`config.mk`:
```
export PLATFORM = sky130hd
export DESIGN_NAME = rmds_cell
export DESIGN_NICKNAME = d
export VERILOG_FILES = /design/src/hdl/recent_mac_duplicate_suppressor_top_defines.svh /design/src/hdl/rmds_pkg.sv /design/src/hdl/rmds_cell.sv
export SDC_FILE = /design/constraint.sdc
export NUM_CORES = 1
export LEC_CHECK = 0
export CAP_MARGIN = 20
export CORE_MARGIN = 4
export CORE_UTILIZATION = 65
export CTS_BUF_LIST = sky130_fd_sc_hd__clkbuf_16
export DETAILED_ROUTE_END_ITERATION = 8
export DONT_BUFFER_PORTS = 1
export PLACE_DENSITY = 0.81
export REMOVE_ABC_BUFFERS = 1
export SYNTH_ARGS = -nofsm -noshare
export SYNTH_HDL_FRONTEND = slang
export SYNTH_SLANG_ARGS = --single-unit
```
`constraint.sdc`:
```
create_clock -name clk -period 9.4 [get_ports clk]
set_input_delay 0.94 -clock clk [delete_from_list [all_inputs] [get_ports clk]]
set_output_delay 0.94 -clock clk [all_outputs]
set_load 0.005 [all_outputs]
```
`src/hdl/recent_mac_duplicate_suppressor_top_defines.svh`:
```
// Assertion macros shared by the RTL. Clock clk, reset arst_n (active low).
`ifndef RECENT_MAC_DUPLICATE_SUPPRESSOR_TOP_DEFINES_SVH
`define RECENT_MAC_DUPLICATE_SUPPRESSOR_TOP_DEFINES_SVH

`ifndef SYNTHESIS

// Property must hold at every edge out of reset.
`define RMDS_ASSERT(lbl, prop, msg) \
	lbl: assert property (@(posedge clk) disable iff (!arst_n) (prop)) else $error(msg);

// Condition must never be seen out of reset.
`define RMDS_ASSERT_NEVER(lbl, cond, msg) \
	lbl: assert property (@(posedge clk) disable iff (!arst_n) !(cond)) else $error(msg);

`else

`define RMDS_ASSERT(lbl, prop, msg)
`define RMDS_ASSERT_NEVER(lbl, cond, msg)

`endif

`endif

```
`src/hdl/rmds_pkg.sv`:
```
package rmds_pkg;

	localparam int ENTRIES_DEF = 16;
	localparam int MAC_W       = 48;
	localparam int TIME_W      = 32;
	localparam int TIER_W      = 3;
	localparam int WIN_W       = 16;
	localparam int CFG_IDX_W   = 2;

	localparam logic [TIER_W-1:0] MIN_TIER_RST = TIER_W'(3);
	localparam logic [WIN_W-1:0]  WINDOW_RST   = WIN_W'(15);

	localparam logic [CFG_IDX_W-1:0] CFG_MIN_TIER = CFG_IDX_W'(0);
	localparam logic [CFG_IDX_W-1:0] CFG_WINDOW   = CFG_IDX_W'(1);

	typedef enum logic [1:0] {
		OUT_EMIT     = 2'd0,
		OUT_NO_POS   = 2'd1,
		OUT_LOW_TIER = 2'd2,
		OUT_DUP      = 2'd3
	} outcome_t;

	typedef enum logic {
		ST_IDLE = 1'b0,
		ST_SCAN = 1'b1
	} state_t;

	// Lookup key and running verdict handed from cell to cell.
	typedef struct packed {
		logic              active;
		logic              done;
		logic              hit;
		logic [MAC_W-1:0]  mac;
		logic [TIME_W-1:0] now;
	} probe_t;

endpackage

```
`src/hdl/rmds_cell.sv`:
```
module rmds_cell (
	input  logic                    clk,
	input  logic                    arst_n,
	input  rmds_pkg::probe_t        probe_in,
	output rmds_pkg::probe_t        probe_out,
	input  logic [rmds_pkg::WIN_W-1:0]  window,
	input  logic                    wr_en,
	input  logic [rmds_pkg::MAC_W-1:0]  wr_mac,
	input  logic [rmds_pkg::TIME_W-1:0] wr_time
);
	import rmds_pkg::*;

	logic [MAC_W-1:0]  mac_q;
	logic [TIME_W-1:0] time_q;
	logic [TIME_W-1:0] age;
	logic              match;
	probe_t            probe_d;
	probe_t            probe_s1;
	logic              active_s1;

	// time of zero marks an empty entry
	assign match = probe_in.active && !probe_in.done && (time_q != '0) && (mac_q == probe_in.mac);
	assign age   = probe_in.now - time_q;

	always_comb begin
		probe_d      = probe_in;
		probe_d.done = probe_in.done | match;
		probe_d.hit  = probe_in.hit | (match && (age < TIME_W'(window)));
	end

	always_ff @(posedge clk or negedge arst_n) begin
		if (!arst_n) begin
			time_q <= '0;
		end else if (wr_en) begin
			time_q <= wr_time;
		end
	end

	always_ff @(posedge clk) begin
		if (wr_en) begin
			mac_q <= wr_mac;
		end
	end

	always_ff @(posedge clk or negedge arst_n) begin
		if (!arst_n) begin
			active_s1 <= 1'b0;
		end else begin
			active_s1 <= probe_d.active;
		end
	end

	// data half of the probe needs no reset; active comes from the flop above
	always_ff @(posedge clk) begin
		probe_s1 <= probe_d;
	end

	always_comb begin
		probe_out        = probe_s1;
		probe_out.active = active_s1;
	end

endmodule

```
Word level (Yosys, flattened, before mapping)
Cells that the tools add are included.

word-level totals
  output and inout bits = 83
  input port bits = 182
  register bits = 163

cells by class
  eq/ne operators = 1
  reduce and logical (&&, ||, !) cells = 6
  add/sub/neg operators = 1
  bitwise gates (word level) = 2
  magnitude comparators = 1

operators by type and width
  kind                                             number
  48-bit == test                                   1
  32-bit by 16-bit < comparator with 1-bit output  1
  32-bit nonzero test                              1
  32-bit subtractor                                1
  1-bit logical AND                                4
  1-bit bitwise OR                                 2
  1-bit zero test                                  1

Depth between registers and ports, before layout
  word-level depth = 6
  depth in mapped cells = 20
  gate-level depth less buffers = 20

Worst setup path before layout
Ideal clock, no wire load.

  kind = in2reg
  start point = input port probe_in[0] in the netlist's numbering
  end point = register probe_s1 (netlist bit probe_out[80])
  slack = 5.257 ns
  data required time = 9.335 ns
  data arrival time = 4.078 ns
  stages on the path = 20
  cell sequence = inv_1 -> ha_1 -> fa_1 -> nand2b_1 -> a2111oi_2 -> o21a_1 -> nor2_1 -> nor2_1 -> nor2_1 -> xnor2_1 -> ha_1 -> a21oi_1 -> nand2_1 -> a222oi_1 -> nand3_1 -> nor4_1 -> and4_1 -> o2111a_1 -> a41oi_1 -> nor2_1

RTL lines
  item                  RTL line         text
  start, declared       rmds_cell.sv:4   input rmds_pkg::probe_t probe_in,
  end signal, assigned  rmds_cell.sv:55  probe_s1 <= probe_d;
  end, declared         rmds_cell.sv:18  probe_t probe_s1;

==> impl_metrics.toml <==
[clocking]
clock_path_buffers = 2
cts_buffers = 17
cts_tree = "done"
cts_root_buf = "clkbuf_16"
postCtsSetupBuffers = 0
ctsHoldBuffers = 0
clkSlewWorstSetupHoldPaths_ps = 70
cts_resized = 0
worstSkewPairLatency_ps = 430
numClockSinks = 163
htree_num_levels = 4

[sta]
period_needed_ps = 4100
setup_viol = 0
hold_viol = 0
max_freq_ghz = 0.244
setup_ws_ps = 5300
rsz0062_at_grt = "no"
finalMaxSlewViolations = 0
relSlewSlack_pct = 39.5
fin_skew_ps = 11.5
tns_ps = 0
period_share_pct = 43.6
worst_pin_slew_ps = 885

[floorplanning]
dieWidth_um = 116
die_h_um = 116
start_util_pct = 66.2
dieArea_um2 = 13400
num_rows = 39
coreArea_um2 = 11400
pin_count = 265

[power_and_ir_drop]
ir_drop_uv = 226
power_density_nw_per_um2 = 219
p_leak_nw = 3.45

[hold_path]
hp-class = "primary input to asynchronous set/reset pin"

[routing]
post_drt_wl_per_cell_um = 23.6
drc = 0
drt-pass1-iter-count = 6
drt_iter0_drc = 536
ant_nets = 0
vias = 5659
drt_wl_total_um = 20700
avgViaCountPerCell = 6.46

[global_routing]
antenna_found_initial = 5
grt_pass1_wl_um = 30100
grt_max_degree = 111
grt_util_met3_pct = 7.36
grt_util_met1_pct = 36.9
met2_usage_pct = 52.9
grt_pass1_vias = 5492
grt_usage_pct = 30.5
grt.overflow.total = 0
busiest_layer = "met2"

[layout]
syn2layout_area_growth_pct = 8.46
drive_gt1_share_pct = 7.01
fin_nets = 944
final_cell_mix = "dfxtp_1, nand2_1, inv_1"
layout_commonest_cell = "dfxtp_1"

[synth]
ys_warn_count = 0
syn_area_um2 = 7530
netlist.area_leader.share_pct = 21.8
synth-async-reset-ratio_pct = 20.2
synth_top_cell_by_area = "dfxtp_1"
syn_avg_cell_area_um2 = 10.4
synth_cell_types = 70
synth_cells = 721
ys_seq_area_share_pct = 51.9
ys.flop_type = "dfxtp_1"
ys_ff_latch = 163
synth_area_leaders = "dfxtp_1, edfxtp_1, dfrtp_1"
synth_edf_count = 48

[setup_path]
worst_ep_arrival_time_ps = 4470
crit_slowest_cell = "fa_1"
cp_data_required_time_ps = 9770
rr_worst_depth = 19
crit_top_cell = "nor2_1"
critical_path.cell_chain = "inv_1, ha_1, fa_1, nand2b_1, a2111oi_2, o21a_1, nor2_1, nor2_1, nor2_1, xnor2_1, ha_1, a21oi_1, nand2_1, a222oi_1, nand3_1, nor4_1, and4_1, o2111a_1, a41oi_1, nor2_1"
worstSetupPathType = "primary input to flip-flop"
crit_family = "compound AO/OA/AOI/OAI gates"
timing.critical_path.buf_inv = 1
end_kind = "flip-flop"
crit_path_start_kind = "primary input"
rrSetupSlack_ps = 5420
r2r-end = "probe_out[80]"
slowest_delay_ps = 390
cp_max_fo = 3
r2r-start = "time_q[0]"

[placed_design]
io_buffers = 0
dp_slack_ps = 4900
place_congestion = 0.944
dp_hpwl_um = 16100

[outcome]
status = "finished clean"

[flow_run]
cap_violations = 0
==> report_power, final <==
part	internal, mW	leakage [nW]	total, mW	switching (mW)
Sequential	0.777	1.56	0.804	0.0274
Combinational	0.120	1.60	0.308	0.188
Clock	0.372	0.285	0.672	0.300
==> synth_stat cells (all sizes together) (6+ instances only) <==
cell,n
nand2,66
a21oi,37
o21ai,53
a21o,14
buf,17
a31oi,6
edfxtp,48
xnor2,11
nand3,12
dfrtp,33
ha,46
nor4,22
a211oi,8
a2111oi,6
nor3,9
inv,59
clkbuf,8
nor2,37
xor2,54
dfxtp,82
nand4,15
==> cell families (layout without fill, tap and decap cells) <==
logic type / count (synthesis) / after routing / share of synthesized area [%]
other: 0 / 5 / 0
adders and majority gates: 47 / 47 / 7.91
buffers and inverters: 84 / 91 / 4.57
DFF: 163 / 163 / 51.9
muxes: 5 / 5 / 0.698
and+or+nand+nor: 191 / 191 / 12.4
xor gates and xnor gates: 65 / 65 / 7.56
AOI/OAI and AO/OA: 166 / 166 / 14.9
==> registers in the layout (all words and copies together), names as in the netlist <==
signal     count
active_s1      1
time_q        32
mac_q         48
probe_out     82
==> worst max path at each step <==
stage | end | slack (ps) | startpoint | cells after the start
finish | probe_out[80] | 5300 | probe_in[0] | 20
floorplan | probe_out[80] | 5250 | probe_in[0] | 20
global route | probe_out[80] | 5000 | probe_in[0] | 20
CTS | probe_out[80] | 5340 | probe_in[0] | 20
global placement | probe_out[80] | 4940 | probe_in[0] | 20
detailed placement | probe_out[80] | 4900 | probe_in[0] | 20
==> area by class of cell <==
class                           count  area [µm²]
Sequential cell                   163        3910
Antenna cell                        5        12.5
Fill cell                         811        3210
Tap cell                          143         179
Inverter                           59         221
Clock buffer                       17         425
Clock inverter                     15         143
Multi-Input combinational cell    474        3270
==> layer usage <==
| metal | share of wire, % | wire, µm |
|---|---|---|
| met3 | 8.9 | 1840 |
| met5 | 0 | 0 |
| met2 | 51 | 10600 |
| met4 | 2.9 | 610 |
| met1 | 37 | 7650 |
==> through the flow <==
stage | instances | utilization [%] | hold WS (ps) | area (µm²) | total power, mW
floorplan | 696 | - | 509 | 7400 | 1.04
global placement | 839 | 66.7 | 537 | 7580 | 1.11
detailed placement | 839 | 66.7 | 545 | 7580 | 1.12
CTS | 871 | 71.7 | 186 | 8150 | 1.78
global route | 876 | 71.8 | 181 | 8160 | 1.86
finish | 876 | 71.8 | 198 | 8160 | 1.78
No activity file was read; power rests on OpenSTA's default activity.
